$ cat config.mk
export PLATFORM = sky130hd
export DESIGN_NAME = ladder_highpass_filter_top
export DESIGN_NICKNAME = d
export VERILOG_FILES = /design/src/rtl/lhpf_pkg.sv /design/src/rtl/ladder_highpass_filter_top.sv /design/src/rtl/lhpf_seq.sv /design/src/rtl/lhpf_datapath.sv
export SDC_FILE = /design/constraint.sdc
export NUM_CORES = 2
export LEC_CHECK = 0
export ABC_AREA = 1
export BUFFER_PORTS_ARGS = -buffer_cell sky130_fd_sc_hd__buf_2
export CORE_ASPECT_RATIO = 1.75
export CORE_MARGIN = 2
export CORE_UTILIZATION = 55
export CTS_CLUSTER_SIZE = 25
export DETAILED_ROUTE_END_ITERATION = 10
export PLACE_DENSITY = 0.82
export SYNTH_ARGS = -nofsm -noshare
export SYNTH_HDL_FRONTEND = slang
export SYNTH_SLANG_ARGS = --single-unit
$ cat constraint.sdc
create_clock -name aclk -period 7.5 [get_ports aclk]
set_input_delay 0 -clock aclk [delete_from_list [all_inputs] [get_ports aclk]]
set_output_delay 0 -clock aclk [all_outputs]
set_load 0.03 [all_outputs]
$ cat src/rtl/lhpf_pkg.sv
// Shared types, constants and the control program for the ladder highpass filter.
// Used by lhpf_seq, lhpf_datapath and ladder_highpass_filter_top; depends on nothing.
package lhpf_pkg;

    // Default sizes and fixed formats
    localparam int SAMPLE_WIDTH_DEF   = 24;
    localparam int COEF_FRAC_BITS_DEF = 16;
    localparam int GAIN_WIDTH         = 16;
    localparam int GAIN_FRAC_BITS     = 12;
    localparam int NUM_POLES          = 4;
    localparam int POLE_IDX_W         = 2;
    localparam int STEP_W             = 4;

    // Configuration register indexes
    typedef enum logic [0:0] {
        REG_POLE_COEF     = 1'b0,
        REG_FEEDBACK_GAIN = 1'b1
    } cfg_reg_t;

    // Multiplier operand A sources
    typedef enum logic [1:0] {
        A_POLE = 2'd0,
        A_D    = 2'd1,
        A_X2   = 2'd2,
        A_Y    = 2'd3
    } a_sel_t;

    // Multiplier operand B sources
    typedef enum logic [1:0] {
        B_GAIN = 2'd0,
        B_D    = 2'd1,
        B_COEF = 2'd2,
        B_OMC  = 2'd3
    } b_sel_t;

    typedef enum logic [0:0] {
        ACC_HOLD = 1'b0,
        ACC_LOAD = 1'b1
    } acc_op_t;

    // Writeback operations
    typedef enum logic [2:0] {
        WB_NONE = 3'd0,
        WB_IN   = 3'd1,
        WB_D    = 3'd2,
        WB_X2   = 3'd3,
        WB_Y    = 3'd4,
        WB_POLE = 3'd5,
        WB_OUT  = 3'd6
    } wb_op_t;

    // Conditions that hold the step counter on the current step
    typedef enum logic [1:0] {
        WAIT_NONE   = 2'd0,
        WAIT_INPUT  = 2'd1,
        WAIT_OUTPUT = 2'd2
    } wait_t;

    // One control word
    typedef struct packed {
        a_sel_t                  a_sel;
        b_sel_t                  b_sel;
        logic [POLE_IDX_W-1:0]   mul_pole;
        acc_op_t                 acc_op;
        wb_op_t                  wb_op;
        logic [POLE_IDX_W-1:0]   wb_pole;
        wait_t                   wait_on;
        logic                    last;
    } ctrl_t;

    // Handshake status seen by the sequencer
    typedef struct packed {
        logic in_valid;
        logic out_busy;
    } stat_t;

    function automatic int max2(input int a, input int b);
        return (a > b) ? a : b;
    endfunction

    function automatic ctrl_t cw(
        input a_sel_t                a,
        input b_sel_t                b,
        input logic [POLE_IDX_W-1:0] mp,
        input acc_op_t               acc,
        input wb_op_t                wb,
        input logic [POLE_IDX_W-1:0] wp,
        input wait_t                 wt,
        input logic                  last
    );
        ctrl_t w;
        w.a_sel    = a;
        w.b_sel    = b;
        w.mul_pole = mp;
        w.acc_op   = acc;
        w.wb_op    = wb;
        w.wb_pole  = wp;
        w.wait_on  = wt;
        w.last     = last;
        return w;
    endfunction

    // Control program. A product issued in one step is read in the next.
    // Each pole takes two steps: p*c lands in the accumulator, then
    // in*(one-c) is added and the sum is rounded into the pole.
    function automatic ctrl_t ucode(input logic [STEP_W-1:0] step);
        ctrl_t w;
        unique case (step)
            // wait for a word; multiply fourth pole by the gain
            4'd0:  w = cw(A_POLE, B_GAIN, 2'd3, ACC_HOLD, WB_IN,   2'd0, WAIT_INPUT,  1'b0);
            // subtract feedback and clamp
            4'd1:  w = cw(A_D,    B_D,    2'd0, ACC_HOLD, WB_D,    2'd0, WAIT_NONE,   1'b0);
            4'd2:  w = cw(A_D,    B_D,    2'd0, ACC_HOLD, WB_NONE, 2'd0, WAIT_NONE,   1'b0);
            4'd3:  w = cw(A_D,    B_D,    2'd0, ACC_HOLD, WB_X2,   2'd0, WAIT_NONE,   1'b0);
            4'd4:  w = cw(A_X2,   B_D,    2'd0, ACC_HOLD, WB_NONE, 2'd0, WAIT_NONE,   1'b0);
            // soft clip; start first pole
            4'd5:  w = cw(A_POLE, B_COEF, 2'd0, ACC_HOLD, WB_Y,    2'd0, WAIT_NONE,   1'b0);
            4'd6:  w = cw(A_Y,    B_OMC,  2'd0, ACC_LOAD, WB_NONE, 2'd0, WAIT_NONE,   1'b0);
            4'd7:  w = cw(A_POLE, B_COEF, 2'd1, ACC_HOLD, WB_POLE, 2'd0, WAIT_NONE,   1'b0);
            4'd8:  w = cw(A_POLE, B_OMC,  2'd0, ACC_LOAD, WB_NONE, 2'd0, WAIT_NONE,   1'b0);
            4'd9:  w = cw(A_POLE, B_COEF, 2'd2, ACC_HOLD, WB_POLE, 2'd1, WAIT_NONE,   1'b0);
            4'd10: w = cw(A_POLE, B_OMC,  2'd1, ACC_LOAD, WB_NONE, 2'd0, WAIT_NONE,   1'b0);
            4'd11: w = cw(A_POLE, B_COEF, 2'd3, ACC_HOLD, WB_POLE, 2'd2, WAIT_NONE,   1'b0);
            4'd12: w = cw(A_POLE, B_OMC,  2'd2, ACC_LOAD, WB_NONE, 2'd0, WAIT_NONE,   1'b0);
            4'd13: w = cw(A_D,    B_D,    2'd0, ACC_HOLD, WB_POLE, 2'd3, WAIT_NONE,   1'b0);
            // form the output once the output register is free
            4'd14: w = cw(A_D,    B_D,    2'd0, ACC_HOLD, WB_OUT,  2'd0, WAIT_OUTPUT, 1'b1);
            default: w = cw(A_D,  B_D,    2'd0, ACC_HOLD, WB_NONE, 2'd0, WAIT_NONE,   1'b1);
        endcase
        return w;
    endfunction

endpackage

$ cat src/rtl/ladder_highpass_filter_top.sv
// One word at a time: the 15-step control program around one shared
// multiplier accepts a new word only at its first step, where it stalls for
// input, and its last step stalls while the output word is still waiting.
// Reset (aresetn, synchronous, active low): poles cleared, pole_coef = 1.0,
// feedback_gain = 0, sequencer at its first step, output empty.
// Depends on lhpf_pkg, lhpf_seq and lhpf_datapath.
module ladder_highpass_filter_top #(
    parameter int SAMPLE_WIDTH   = lhpf_pkg::SAMPLE_WIDTH_DEF,
    parameter int COEF_FRAC_BITS = lhpf_pkg::COEF_FRAC_BITS_DEF
) (
    input  logic                              aclk,
    input  logic                              aresetn,
    input  logic                              s_valid,
    output logic                              s_ready,
    input  logic signed [SAMPLE_WIDTH-1:0]    s_sample_in,
    output logic                              m_valid,
    input  logic                              m_ready,
    output logic signed [SAMPLE_WIDTH:0]      m_sample_out,
    input  logic                              cfg_wr_en,
    input  logic [0:0]                        cfg_addr,
    input  logic [lhpf_pkg::max2(COEF_FRAC_BITS + 1, lhpf_pkg::GAIN_WIDTH)-1:0] cfg_wdata
);

    localparam int CF = COEF_FRAC_BITS;
    localparam int GW = lhpf_pkg::GAIN_WIDTH;
    localparam logic [CF:0] ONE = (CF + 1)'(1) << CF;

    logic [CF:0]       coef_reg, coef_next;
    logic [CF:0]       omc_reg, omc_next;
    logic [GW-1:0]     gain_reg, gain_next;
    logic [CF:0]       wr_coef;
    logic [CF:0]       wr_sat;
    logic              m_valid_reg, m_valid_next;
    lhpf_pkg::ctrl_t   ctrl;
    lhpf_pkg::stat_t   stat;
    logic              fire;
    logic              accept;
    logic              out_load;

    // Saturate the coefficient to one and keep one minus it alongside
    assign wr_coef = cfg_wdata[CF:0];
    assign wr_sat  = (wr_coef > ONE) ? ONE : wr_coef;

    always_comb begin
        coef_next = coef_reg;
        omc_next  = omc_reg;
        gain_next = gain_reg;
        if (cfg_wr_en) begin
            unique case (lhpf_pkg::cfg_reg_t'(cfg_addr))
                lhpf_pkg::REG_POLE_COEF: begin
                    coef_next = wr_sat;
                    omc_next  = ONE - wr_sat;
                end
                lhpf_pkg::REG_FEEDBACK_GAIN: begin
                    gain_next = cfg_wdata[GW-1:0];
                end
            endcase
        end
    end

    always_ff @(posedge aclk) begin
        if (!aresetn) begin
            coef_reg <= ONE;
            omc_reg  <= '0;
            gain_reg <= '0;
        end else begin
            coef_reg <= coef_next;
            omc_reg  <= omc_next;
            gain_reg <= gain_next;
        end
    end

    // Handshake status for the sequencer
    assign stat.in_valid = s_valid;
    assign stat.out_busy = m_valid_reg && !m_ready;

    assign s_ready  = (ctrl.wb_op == lhpf_pkg::WB_IN);
    assign accept   = s_valid && s_ready;
    assign out_load = fire && (ctrl.wb_op == lhpf_pkg::WB_OUT);

    // Hold the output word until taken
    always_comb begin
        priority if (out_load) begin
            m_valid_next = 1'b1;
        end else if (m_ready) begin
            m_valid_next = 1'b0;
        end else begin
            m_valid_next = m_valid_reg;
        end
    end

    always_ff @(posedge aclk) begin
        if (!aresetn) begin
            m_valid_reg <= 1'b0;
        end else begin
            m_valid_reg <= m_valid_next;
        end
    end

    assign m_valid = m_valid_reg;

    lhpf_seq u_seq (
        .aclk    (aclk),
        .aresetn (aresetn),
        .stat    (stat),
        .ctrl    (ctrl),
        .fire    (fire)
    );

    lhpf_datapath #(
        .SAMPLE_WIDTH   (SAMPLE_WIDTH),
        .COEF_FRAC_BITS (COEF_FRAC_BITS)
    ) u_datapath (
        .aclk       (aclk),
        .aresetn    (aresetn),
        .ctrl       (ctrl),
        .fire       (fire),
        .sample_in  (s_sample_in),
        .coef       (coef_reg),
        .omc        (omc_reg),
        .gain       (gain_reg),
        .sample_out (m_sample_out)
    );

`ifndef NO_ASSERTIONS
    // Never overwrite a word that is still waiting
    a_no_overwrite: assert property (@(posedge aclk) disable iff (!aresetn)
        out_load |-> !(m_valid_reg && !m_ready))
        else $error("output word overwritten while stalled");

    // A new word shows up only after the output step ran
    a_valid_source: assert property (@(posedge aclk) disable iff (!aresetn)
        $rose(m_valid) |-> $past(out_load))
        else $error("m_valid rose without an output step");

    // One word at a time: no input taken right after an accept
    a_one_at_a_time: assert property (@(posedge aclk) disable iff (!aresetn)
        accept |=> !s_ready)
        else $error("input accepted while a word is in flight");
`endif

endmodule

$ cat src/rtl/lhpf_seq.sv
// Step counter and control store for the ladder highpass filter.
// Depends on lhpf_pkg for the control word, status struct and program.
module lhpf_seq (
    input  logic             aclk,
    input  logic             aresetn,
    input  lhpf_pkg::stat_t  stat,
    output lhpf_pkg::ctrl_t  ctrl,
    output logic             fire
);

    logic [lhpf_pkg::STEP_W-1:0] step_reg, step_next;
    logic                        stall;

    // Read the control word for the current step
    assign ctrl = lhpf_pkg::ucode(step_reg);

    // Hold the step while its wait condition is true
    always_comb begin
        unique case (ctrl.wait_on)
            lhpf_pkg::WAIT_NONE:   stall = 1'b0;
            lhpf_pkg::WAIT_INPUT:  stall = !stat.in_valid;
            lhpf_pkg::WAIT_OUTPUT: stall = stat.out_busy;
            default:               stall = 1'b0;
        endcase
    end

    assign fire = !stall;

    // Advance, jump back to the first step, or hold
    always_comb begin
        priority if (stall) begin
            step_next = step_reg;
        end else if (ctrl.last) begin
            step_next = '0;
        end else begin
            step_next = step_reg + lhpf_pkg::STEP_W'(1);
        end
    end

    always_ff @(posedge aclk) begin
        if (!aresetn) begin
            step_reg <= '0;
        end else begin
            step_reg <= step_next;
        end
    end

endmodule

$ cat src/rtl/lhpf_datapath.sv
// Shared multiplier, accumulator, rounding and pole registers of the ladder highpass filter.
// Driven by control words from lhpf_seq; depends on lhpf_pkg.
module lhpf_datapath #(
    parameter int SAMPLE_WIDTH   = lhpf_pkg::SAMPLE_WIDTH_DEF,
    parameter int COEF_FRAC_BITS = lhpf_pkg::COEF_FRAC_BITS_DEF
) (
    input  logic                                aclk,
    input  logic                                aresetn,
    input  lhpf_pkg::ctrl_t                     ctrl,
    input  logic                                fire,
    input  logic signed [SAMPLE_WIDTH-1:0]      sample_in,
    input  logic [COEF_FRAC_BITS:0]             coef,
    input  logic [COEF_FRAC_BITS:0]             omc,
    input  logic [lhpf_pkg::GAIN_WIDTH-1:0]     gain,
    output logic signed [SAMPLE_WIDTH:0]        sample_out
);

    localparam int SW    = SAMPLE_WIDTH;
    localparam int F     = SAMPLE_WIDTH - 1;
    localparam int CF    = COEF_FRAC_BITS;
    localparam int GF    = lhpf_pkg::GAIN_FRAC_BITS;
    localparam int NP    = lhpf_pkg::NUM_POLES;
    localparam int AW    = SW + 2;
    localparam int BW    = lhpf_pkg::max2(lhpf_pkg::max2(SW + 1, CF + 2),
                                          lhpf_pkg::GAIN_WIDTH + 1);
    localparam int PW    = AW + BW;
    localparam int ACC_W = PW + 1;
    localparam int TW    = SW + 3;

    localparam logic signed [PW-1:0]    HALF_G = PW'(1) << (GF - 1);
    localparam logic signed [PW-1:0]    HALF_F = PW'(1) << (F - 1);
    localparam logic signed [ACC_W-1:0] HALF_C = ACC_W'(1) << (CF - 1);
    localparam logic signed [PW:0]      LIM_D  = (PW + 1)'(1) << F;
    localparam logic signed [TW-1:0]    OMAX   = (TW'(1) << SW) - TW'(1);
    localparam logic signed [TW-1:0]    OMIN   = -(TW'(1) << SW);

    logic signed [SW-1:0]  smp_reg, smp_next;
    logic signed [SW:0]    d_reg, d_next;
    logic signed [SW:0]    x2_reg, x2_next;
    logic signed [SW:0]    y_reg, y_next;
    logic signed [SW:0]    out_reg, out_next;
    logic signed [SW+1:0]  pole_reg [NP];
    logic signed [SW+1:0]  pole_next [NP];
    logic signed [ACC_W-1:0] acc_reg, acc_next;
    logic signed [PW-1:0]  prod_reg;

    logic signed [AW-1:0]  a_op;
    logic signed [BW-1:0]  b_op;
    logic signed [PW-1:0]  fb;
    logic signed [PW:0]    diff;
    logic signed [SW:0]    d_clamp;
    logic signed [PW-1:0]  prod_f;
    logic signed [TW-1:0]  x3;
    logic signed [TW-1:0]  td;
    logic signed [TW-1:0]  t;
    logic signed [TW-1:0]  y_full;
    logic signed [ACC_W-1:0] pole_sum;
    logic signed [TW-1:0]  r;
    logic signed [SW:0]    r_sat;

    // Select multiplier operands
    always_comb begin
        unique case (ctrl.a_sel)
            lhpf_pkg::A_POLE: a_op = pole_reg[ctrl.mul_pole];
            lhpf_pkg::A_D:    a_op = AW'(d_reg);
            lhpf_pkg::A_X2:   a_op = AW'(x2_reg);
            lhpf_pkg::A_Y:    a_op = AW'(y_reg);
        endcase
    end

    always_comb begin
        unique case (ctrl.b_sel)
            lhpf_pkg::B_GAIN: b_op = BW'(gain);
            lhpf_pkg::B_D:    b_op = BW'(d_reg);
            lhpf_pkg::B_COEF: b_op = BW'(coef);
            lhpf_pkg::B_OMC:  b_op = BW'(omc);
        endcase
    end

    // Register every product
    always_ff @(posedge aclk) begin
        prod_reg <= a_op * b_op;
    end

    // Feedback subtract and clamp to plus or minus one
    assign fb   = (prod_reg + HALF_G) >>> GF;
    assign diff = (PW + 1)'(smp_reg) - (PW + 1)'(fb);

    always_comb begin
        priority if (diff > LIM_D) begin
            d_clamp = LIM_D[SW:0];
        end else if (diff < -LIM_D) begin
            d_clamp = -LIM_D[SW:0];
        end else begin
            d_clamp = diff[SW:0];
        end
    end

    // Soft clip: y = (3d - d^3) / 2, rounded
    assign prod_f = (prod_reg + HALF_F) >>> F;
    assign x3     = prod_f[TW-1:0];
    assign td     = TW'(d_reg);
    assign t      = td + (td <<< 1) - x3;
    assign y_full = (t + TW'(1)) >>> 1;

    // Pole update: round (p*c + in*(one-c)) back to sample scale
    assign pole_sum = (acc_reg + ACC_W'(prod_reg)) >>> CF;

    // Output: shaped value minus fourth pole, saturated
    assign r = TW'(y_reg) - TW'(pole_reg[NP-1]);

    always_comb begin
        priority if (r > OMAX) begin
            r_sat = OMAX[SW:0];
        end else if (r < OMIN) begin
            r_sat = OMIN[SW:0];
        end else begin
            r_sat = r[SW:0];
        end
    end

    // Writeback
    always_comb begin
        smp_next  = smp_reg;
        d_next    = d_reg;
        x2_next   = x2_reg;
        y_next    = y_reg;
        out_next  = out_reg;
        acc_next  = acc_reg;
        pole_next = pole_reg;
        if (fire) begin
            unique case (ctrl.wb_op)
                lhpf_pkg::WB_NONE: ;
                lhpf_pkg::WB_IN:   smp_next = sample_in;
                lhpf_pkg::WB_D:    d_next   = d_clamp;
                lhpf_pkg::WB_X2:   x2_next  = prod_f[SW:0];
                lhpf_pkg::WB_Y:    y_next   = y_full[SW:0];
                lhpf_pkg::WB_POLE: pole_next[ctrl.wb_pole] = pole_sum[SW+1:0];
                lhpf_pkg::WB_OUT:  out_next = r_sat;
                default: ;
            endcase
            if (ctrl.acc_op == lhpf_pkg::ACC_LOAD) begin
                acc_next = ACC_W'(prod_reg) + HALF_C;
            end
        end
    end

    always_ff @(posedge aclk) begin
        smp_reg <= smp_next;
        d_reg   <= d_next;
        x2_reg  <= x2_next;
        y_reg   <= y_next;
        out_reg <= out_next;
        acc_reg <= acc_next;
    end

    // Clear the poles on reset
    always_ff @(posedge aclk) begin
        if (!aresetn) begin
            for (int i = 0; i < NP; i++) begin
                pole_reg[i] <= '0;
            end
        end else begin
            pole_reg <= pole_next;
        end
    end

    assign sample_out = out_reg;

endmodule

==> results.md <==
* Status: finished, violations left
* Failing checks: max-capacitance violations, max-slew violations, negative setup slack
* Vias in the first global route at 47,966
* Most frequent CP cell: fa_1
* CP required at 7.97 ns
* Worst slack, placed at -0.642 ns
* Crit end category: flip-flop
* GRT overflow at 0
* Residual DRC count at 0
* Worst-skew pair later-pin latency at 0.59 ns
* Synthesis-to-layout area growth at 20.9%
* Layout cells sized above 1 at 17.7%
* Fill cell count at 7,033
* Clk Tree Root Cell: clkbuf_16
* Skew final at 0.0247 ns
* Fin. Hold Viols at 0
* Syn Inst Count at 5,940
* Vias/cell at 5.99
* NumNets Final at 7,618
* Horiz. Die Dim at 227 um
* Initial antenna violation count at 10
* Max Cap Violations at 2
* Final WS setup at -0.357 ns
* Crit path DAT at 8.32 ns
* Yosys reg bits at 390
* Slowest Stage Delay on Critical Path at 0.65 ns
* RSZ-0062 raised after global routing: yes
* Clock sink total at 390
* CTS tree: built
* Syn. warnings at 0
* Final Max Slew Viols at 8
* Half-perimeter wire length after placement at 156,000 um
* Netlist Area Pre-Place at 47,800 um2
* Die H at 394 um
* Fmax at 127 MHz
* Slew at the pin closest to its max-slew limit at 1.64 ns
* Placement Rows at 143
* Pin count of the biggest net entering global routing at 112
* CTS max path bufs at 3
* Worst-path clk slew at 0.07 ns
* # setup viols final at 22
* Tot GR Track Use at 45.3%
* Relative slew slack at -9.60%
* Register area at 9490 um2
* Syn nets at 6,980
* Drt total wl at 201,000 um
* DRT antenna net count at 0
* Top Ports at 74
* PortBufs at 73
* H-tree levels at 2
* Multi-input logic area at 34,200 um2
* GP Congestion at 1.10
* CP max-delay cell: fa_2
* Cts bufs inserted at 37
* Period utilization at 105%
* R2r worst-path depth at 32
* CP Launch Type: flip-flop
* First-pass GRT wire length at 294,000 um
* Fin crit period at 7.86 ns
* Worst-path fanout max at 7
* Max FFs per register at 104
* Total number of vias at 46,559
* Count of cell types in the netlist at 56
* Post-synth EDFFs at 166
* Starting Density at 55.2%
* DR iter-0 viols at 4,965
* Async set or reset register ratio after synthesis at 0%
* Ys flop type: dfxtp_1
* Crit Path Class: flip-flop to flip-flop
* TritonRoute pass-1 iters at 9
* Die ar. at 89,500 um2
* Hold Crit Depth at 4
* DR WL/cell at 25.8 um
* Worst Hold Class: input pin to flip-flop
* Sequential area share after synthesis at 19.8%
* Core Area at 86,600 um2
* Synthesized area per cell at 8.05 um2
[synth_stat cells, drive strengths merged (22+ instances only)]
library cell,n,share of area [%]
a21oi,307,3.2
a31oi,30,0.39
clkbuf,165,1.3
dfxtp,224,9.4
edfxtp,166,10
fa,707,30
ha,286,7.5
inv,1269,10
nand2,1012,8.0
nand3,178,1.9
nand3b,22,0.35
nand4,34,0.44
nor2,711,5.6
nor3,56,0.64
nor4,22,0.30
o211ai,91,1.4
o21a,29,0.46
o21ai,257,2.7
o21bai,24,0.38
xnor2,65,1.2
xor2,141,2.6
[cell type report]
class / instances / share of cell area [%]
diodes: 8 / 0.0346
clock inverters: 27 / 0.422
well taps: 1160 / 2.51
clock buffers: 41 / 1.66
multi-input cells: 4091 / 59.1
repair buffers: 776 / 11.4
flip-flops and latches: 390 / 16.4
inverters: 1282 / 8.44
[routing by layer]
metal  GRT usage, %  routed length, um  vias to the layer above
met1           40.9              55600                    22072
li1               -                  -                    19707
met4           49.7              30600                        6
met3           15.3              20000                     1628
met5           1.39                 45                        -
met2           74.3              94700                     3146
[critical path, delay by kind of cell (launching register included)]
family          cells  cell delay (ns)
fa+ha+maj           8             4.09
buf+inv            10             1.15
compound gates      5             1.07
simple gates        8             0.84
flops               1             0.39
xor+xnor            1             0.17
[through the flow]
stage	hold slack (ns)	util [%]	TNS (ns)	instances	cell area (um2)
3_5_place_dp	0.178	61.9	-7.51	7566	53600
6_report	0.0515	66.8	-4.13	7775	57800
2_1_floorplan	0.0989	-	0	5940	47900
4_1_cts	0.00176	64.8	-0.0531	7714	56100
3_3_place_gp	0.178	61.9	-5.82	7566	53600
5_1_grt	0.113	66.8	-10.79	7767	57800
[cells in the final DEF (no fill, tap or decap), types with 22 or more instances in the layout]
cell / n
a21oi_1: 270
a21oi_2: 33
a31oi_1: 22
buf_12: 32
buf_2: 72
buf_4: 545
buf_6: 64
clkbuf_16: 40
dfxtp_1: 218
dlygate4sd3_1: 48
edfxtp_1: 166
fa_1: 666
fa_2: 41
ha_1: 265
inv_1: 1200
inv_2: 54
nand2_1: 955
nand2_2: 45
nand3_1: 176
nand3b_1: 22
nand4_1: 34
nor2_1: 652
nor2_2: 40
nor3_1: 45
o211ai_1: 90
o21a_1: 28
o21ai_0: 202
o21ai_1: 39
o21bai_1: 23
xnor2_1: 62
xor2_1: 140
[cell families (layout without fill, tap and decap cells)]
logic type | after synthesis | count (layout) | synth area share (%)
adder cells (fa/ha/maj) | 993 | 993 | 37.1
other | 0 | 8 | 0
flip-flops | 390 | 390 | 19.8
AO/OA/AOI/OAI | 833 | 833 | 10.3
buffers and inverters | 1459 | 2126 | 11.5
multiplexers | 3 | 3 | 0.0628
XOR/XNOR | 206 | 206 | 3.77
AND/OR/NAND/NOR | 2056 | 2056 | 17.5
[worst paths after layout]
check / from / end / slack (ns)
worst max-delay path: u_seq.ctrl[9] / u_datapath.prod_reg[48] / -0.36
worst min-delay path: cfg_wr_en / gain_reg[13] / 0.05
worst max register to register: u_seq.ctrl[9] / u_datapath.prod_reg[48] / -0.36
worst min register to register: u_datapath.prod_reg[0] / u_datapath.acc_reg[0] / 0.45
[repair_timing]
action	in CTS	in global routing
setup endpoints to repair	25	33
hold buffers	48	0
hold endpoints to repair	71	0
cloned	3	2
setup buffers	30	54
pin swaps	52	127
resized for setup	158	359
Power is not shown: default switching activity piles up to over one toggle a cycle in this logic, so the estimate is an artifact.
